## src/rtl/tfn_pkg.sv

```systemverilog
// shared constants of the triangle face normal unit
`timescale 1ns / 1ps
`default_nettype none
package tfn_pkg;

  // default coordinate width (Q16.16)
  localparam int COORD_BITS_DEF = 32;
  // multiplier digit width, one partial product per stage
  localparam int DIG_BITS       = 16;
  // bits of the scaled root floor(sqrt(2^32 * mag^2 / sumsq)), value up to 2^16
  localparam int ROOT_BITS      = 17;
  // target scale: mag^2 * 2^32
  localparam int T_SHIFT        = 32;
  // output component width, signed q1.15
  localparam int NORM_BITS      = 16;
  localparam int Q15_MAX        = 32767;

endpackage
`default_nettype wire

```

## src/rtl/tfn_mul.sv

```systemverilog
// pipelined unsigned multiplier, one digit of b per stage
`timescale 1ns / 1ps
`default_nettype none
module tfn_mul #(
  parameter int WA  = 32,
  parameter int WB  = 32,
  parameter int DIG = tfn_pkg::DIG_BITS
) (
  input  logic             clk,
  input  logic             en,
  input  logic [WA-1:0]    a,
  input  logic [WB-1:0]    b,
  output logic [WA+WB-1:0] p
);
  import tfn_pkg::*;

  localparam int NS = (WB + DIG - 1) / DIG;
  localparam int BP = NS * DIG;
  localparam int WP = WA + WB;

  logic [BP-1:0] b_ext;
  logic [WA-1:0] a_r   [NS];
  logic [BP-1:0] b_r   [NS];
  logic [WP-1:0] acc_r [NS];

  assign b_ext = BP'(b);

  for (genvar i = 0; i < NS; i++) begin : g_stage
    logic [WA+DIG-1:0] pp;
    if (i == 0) begin : g_first
      assign pp = (WA+DIG)'(a) * (WA+DIG)'(b_ext[DIG-1:0]);
      always_ff @(posedge clk) begin
        if (en) begin
          acc_r[i] <= WP'(pp);
          a_r[i]   <= a;
          b_r[i]   <= b_ext;
        end
      end
    end else begin : g_next
      assign pp = (WA+DIG)'(a_r[i-1]) * (WA+DIG)'(b_r[i-1][i*DIG +: DIG]);
      always_ff @(posedge clk) begin
        if (en) begin
          acc_r[i] <= acc_r[i-1] + (WP'(pp) << (i*DIG));
          a_r[i]   <= a_r[i-1];
          b_r[i]   <= b_r[i-1];
        end
      end
    end
  end

  assign p = acc_r[NS-1];

endmodule
`default_nettype wire

```

## config.mk

```make
export PLATFORM = sky130hd
export DESIGN_NAME = tfn_mul
export DESIGN_NICKNAME = d
export VERILOG_FILES = /design/src/rtl/tfn_pkg.sv /design/src/rtl/tfn_mul.sv
export SDC_FILE = /design/constraint.sdc
export NUM_CORES = 2
export LEC_CHECK = 0
export ABC_CLOCK_PERIOD_IN_PS = 6920
export BUFFER_PORTS_ARGS = -buffer_cell sky130_fd_sc_hd__buf_4
export CAP_MARGIN = 0
export CORE_AREA = 2 2 407 248
export DETAILED_ROUTE_END_ITERATION = 6
export DIE_AREA = 0 0 409 250
export SLEW_MARGIN = 20
export SYNTH_ARGS = -nofsm -noshare
export SYNTH_HDL_FRONTEND = slang
export SYNTH_SLANG_ARGS = --single-unit
```

## constraint.sdc

```tcl
create_clock -name clk -period 6.92 [get_ports clk]
set_input_delay 0.692 -clock clk [delete_from_list [all_inputs] [get_ports clk]]
set_output_delay 0.692 -clock clk [all_outputs]
set_load 0.02 [all_outputs]
```

== Yosys cells after proc, flatten, opt, wreduce, memory -nomap -nowiden ==
Memory sizes are Yosys's and may differ from the RTL's.
Cells that the tools add are included.
Operators by class
  add/sub/neg operators: 1
  multipliers: 2
  mux-type cells: 2
Operator list (number)
  $mul A32 B16 Y48: 2
  $add A64 B64 Y64: 1
  $mux W1: 2
Storage, ports and cells
  memories kept: 3
  output and inout bits: 64
  input bits: 66
  word-level logic and storage cells: 8
  register bits: 0
  RAM bits: 256
Memory list
  acc_r: words 2, width 64, rd ports 2, clocked after memory_dff 0, wr ports 2, RTL line tfn_mul.sv:24  | logic [WP-1:0] acc_r [NS];
  a_r: words 2, width 32, rd ports 1, clocked after memory_dff 0, wr ports 2, RTL line tfn_mul.sv:22  | logic [WA-1:0] a_r [NS];
  b_r: words 2, width 32, rd ports 1, clocked after memory_dff 0, wr ports 2, RTL line tfn_mul.sv:23  | logic [BP-1:0] b_r [NS];

== Logic depth before layout (Yosys ltp) ==
  word-level depth: 2
  mapped depth: 34
  depth with buffers taken out: 33

== Worst setup path before layout ==
OpenSTA, ideal clock, no wires.
  path type: flip-flop to flip-flop
  start: memory a_r[0][7]
  end: memory acc_r[0][122] (netlist bit), data pin
  period minus slack after synthesis: 7.580 ns
  slack: -0.660 ns
  arrival: 7.318 ns
  cell stages (with the launch flop): 35
  path buffers: 1
  library setup time: 0.262 ns
  data required time: 6.658 ns
  path through: edfxtp_1 -> clkbuf_1 -> nand2_1 -> fa_1 -> inv_1 -> fa_1 -> inv_1 -> fa_1 -> inv_1 -> fa_1 -> fa_1 -> inv_1 -> fa_1 -> inv_1 -> ha_1 -> nand2_2 -> nor3b_1 -> a21boi_2 -> o21ai_2 -> and2_1 -> o21bai_1 -> a21oi_1 -> xnor2_1 -> ha_1 -> a21oi_1 -> nor2b_1 -> o21ai_0 -> nand2b_1 -> a21o_1 -> a21oi_1 -> o21ai_1 -> a221oi_1 -> nor2_1 -> nand3b_1 -> xnor2_1
RTL lines (RTL line)
  start, declared: tfn_mul.sv:22
  end, declared: tfn_mul.sv:24

==> flow_summary.ini <==
[clock_network]
clock_path_buffers = 2
cts-buffers-inserted = 17
cts_tree = built
cts_max_level = 4
worst_skew_pair.late_latency_ns = 0.50
path_clk_slew_ns = 0.10
clock_sinks = 160
clock-root-buffer = sky130_fd_sc_hd__clkbuf_16

[logic_synthesis]
synthCells = 4199
ys.flop_type = sky130_fd_sc_hd__edfxtp_1
synth_sequential_area_ratio = 0.123
synth.top_cells.by_area = sky130_fd_sc_hd__fa_1 (43%), sky130_fd_sc_hd__edfxtp_1 (12%), sky130_fd_sc_hd__ha_1 (8.8%)
postSynthRegisterBits = 160
distinct_cells_synth = 73
synth_enable_flop_cells = 160
synth_async_sr_flop_share = 0
synth_top_cell_area_share = 0.428
synth_top_area_cell = sky130_fd_sc_hd__fa_1
post_synthesis_cell_area_um2 = 39200
syn_nets = 5376
synthesis.area_per_instance_um2 = 9.32
synthesis.yosys.warnings = 0

[critical_path]
timing.critical_path.from = a_r[0][5]$_DFFE_PP_
critical-path-slowest-cell = sky130_fd_sc_hd__fa_1
path_common_cell = sky130_fd_sc_hd__fa_1
worstSetupEndpoint = acc_r[0][118]$_DFFE_PP_
r2r_end = acc_r[0][118]$_DFFE_PP_
cp_class = reg2reg
critPathLaunchType = flop
cp.required_ns = 7.16
timing.critical_path.fanout_max = 8
end_kind = flop
cpPeakStageDelay_ns = 0.54
cp_data_arrival_time_ns = 7.80
reg2reg_setup_slack_ns = -0.64
r2r_cells = 31
beginning_of_the_worst_register_to_register_path = a_r[0][5]$_DFFE_PP_

[sta]
timing_hold_violations_final = 0
fin_tns_setup_ns = -13.11
min_period_over_period = 1.09
timing.clock.skew_ns = 0.0262
setup_violations = 27
post_layout_worst_setup_margin_ns = -0.644
fmax_ghz = 0.132
timing_max_transition_violations_final = 0
clock_period_minus_final_worst_setup_slack_ns = 7.56
fin_hold_ws_ns = 0.364
rsz0062_at_grt = true
worst-slew-pin-transition_ns = 0.875
worst_slew_margin_rel = 0.416

[drt]
routed_wl_um = 114000
vias_per_cell = 4.93
postRouteAntennaNets = 0
detail_route.iter0.violations = 2114
routed_wire_length_per_instance_um = 18.9
detail_route.drc_violations = 0
firstDrtPassIters = 6
vias = 29706

[layout]
num-nets-final = 5853
post_layout_nonfiller_instances = 6025
drive_above_1_share = 0.187
layout_commonest_cell = sky130_fd_sc_hd__inv_1
area_growth_syn_to_layout_pct = 19.3
most_frequent_cells_in_the_layout = sky130_fd_sc_hd__inv_1 (880), sky130_fd_sc_hd__fa_1 (827), sky130_fd_sc_hd__nand2_1 (754)
final-seq-area_um2 = 4800
multi_input_area_um2 = 30700
fill_cells = 9276

[run_status]
run_status = complete, but fails checks
violations_in_the_final_reports = negative setup slack

[global_routing]
grt_antenna_before_repair = 2
groute.usage.overall = 0.231
grt-ovfl-total = 0
grt_first_pass_wirelength_um = 183000
first_global_vias = 30990
pin_count_of_the_biggest_net_entering_global_routing = 79

[min_path]
hold-path-cell-count = 1
min_path_type = in2reg

[floorplanning]
die_height_um = 250
initial_utilization = 0.396
die_w_um = 409
core_area_um2 = 99000
die_area_um2 = 102000
num_rows = 90
number_of_top_level_pins = 130

[run]
drv_cap = 0

[placed_design]
gp_routability_congestion = 0.896
port_buffers = 129
dp_hpwl_um = 97200
dp.cells = 5957
-- layer usage --
metal / GRT usage / routed length, µm / vias up
met5: 0 / 0 / -
met4: 0.0290 / 991 / 0
met3: 0.0702 / 12200 / 52
met2: 0.303 / 43700 / 1121
met1: 0.374 / 57000 / 14951
li1: - / - / 13582
-- layout make-up --
class,count,share of cell area
Sequential cell,160,0.103
Multi-Input combinational cell,2909,0.657
Antenna cell,2,0.000107
Inverter,890,0.0715
Tap cell,1334,0.0357
Timing Repair Buffer,698,0.120
Clock inverter,15,0.00388
Clock buffer,17,0.00910
-- synth_stat cells (3+ instances only) --
master	instances
sky130_fd_sc_hd__a21o_1	55
sky130_fd_sc_hd__and3_1	12
sky130_fd_sc_hd__a211oi_2	3
sky130_fd_sc_hd__xnor2_1	93
sky130_fd_sc_hd__a311oi_1	3
sky130_fd_sc_hd__a211o_1	6
sky130_fd_sc_hd__clkbuf_1	173
sky130_fd_sc_hd__o2111ai_1	3
sky130_fd_sc_hd__nand2b_1	15
sky130_fd_sc_hd__fa_1	837
sky130_fd_sc_hd__o31a_1	5
sky130_fd_sc_hd__nor3b_1	7
sky130_fd_sc_hd__and4_1	4
sky130_fd_sc_hd__buf_4	64
sky130_fd_sc_hd__ha_1	274
sky130_fd_sc_hd__and2_1	336
sky130_fd_sc_hd__nor3_1	14
sky130_fd_sc_hd__o21bai_1	20
sky130_fd_sc_hd__nor2b_1	13
sky130_fd_sc_hd__o22ai_1	3
sky130_fd_sc_hd__o21ai_0	63
sky130_fd_sc_hd__or2_2	5
sky130_fd_sc_hd__xor2_1	33
sky130_fd_sc_hd__nor2_1	61
sky130_fd_sc_hd__nand4_1	17
sky130_fd_sc_hd__o31ai_1	7
sky130_fd_sc_hd__nand2_1	760
sky130_fd_sc_hd__o211ai_1	5
sky130_fd_sc_hd__nand3_1	29
sky130_fd_sc_hd__a211oi_1	12
sky130_fd_sc_hd__o211a_1	7
sky130_fd_sc_hd__nand3b_1	4
sky130_fd_sc_hd__a221oi_1	3
sky130_fd_sc_hd__or3_1	8
sky130_fd_sc_hd__o21a_1	16
sky130_fd_sc_hd__a31oi_1	18
sky130_fd_sc_hd__edfxtp_1	160
sky130_fd_sc_hd__inv_1	890
sky130_fd_sc_hd__a21oi_1	116
-- worst max-delay path, delay by kind of cell, from the launching register on --
family	cells	cell delay (ns)
AO/OA/AOI/OAI	10	1.59
XOR/XNOR	2	0.26
adder cells (fa/ha/maj)	8	3.62
buffers and inverters	4	0.46
flip-flops	1	0.43
AND/OR/NAND/NOR	7	0.92
-- state kept, by name, indices dropped and copies added (netlist names) --
| signal | count |
|---|---|
| a_r | 32 |
| acc_r | 112 |
| b_r | 16 |
-- logic make-up (layout without fill, tap and decap cells) --
group	after synthesis	count (layout)	share of synthesized area
AOI/OAI and AO/OA	376	376	0.0640
xor gates and xnor gates	127	127	0.0286
DFF	160	160	0.123
other	0	2	0
buffers and inverters	1130	1620	0.115
and+or+nand+nor	1295	1295	0.155
adders and majority gates	1111	1111	0.516
-- worst min path at each step --
stage | endpoint | start
2_1_floorplan | acc_r[0][64]$_DFFE_PP_ | acc_r[0][0]$_DFFE_PP_
3_3_place_gp | acc_r[0][65]$_DFFE_PP_ | acc_r[0][1]$_DFFE_PP_
6_report | b_r[0][30]$_DFFE_PP_ | b[30]
4_1_cts | b_r[0][30]$_DFFE_PP_ | b[30]
3_5_place_dp | acc_r[0][68]$_DFFE_PP_ | acc_r[0][4]$_DFFE_PP_
5_1_grt | b_r[0][22]$_DFFE_PP_ | b[22]
-- per-stage QoR --
step	util	area [µm²]	setup WS [ns]
final	0.472	46700	-0.644
after global routing	0.472	46700	-0.988
after CTS	0.468	46300	-0.530
after detailed placement	0.456	45100	-0.594
after global placement	0.456	45100	-0.566
after floorplan	-	39400	-0.146
-- timing repair --
item	CTS	global route
buffers inserted	32	7
hold buffers	0	0
cloned	0	0
pin swaps	46	18
setup endpoints to repair	38	44
gates resized for setup	69	79
Power is left out: the tool's default activity adds up to more than one toggle a clock period on the data nets, which glitch-free logic cannot reach.
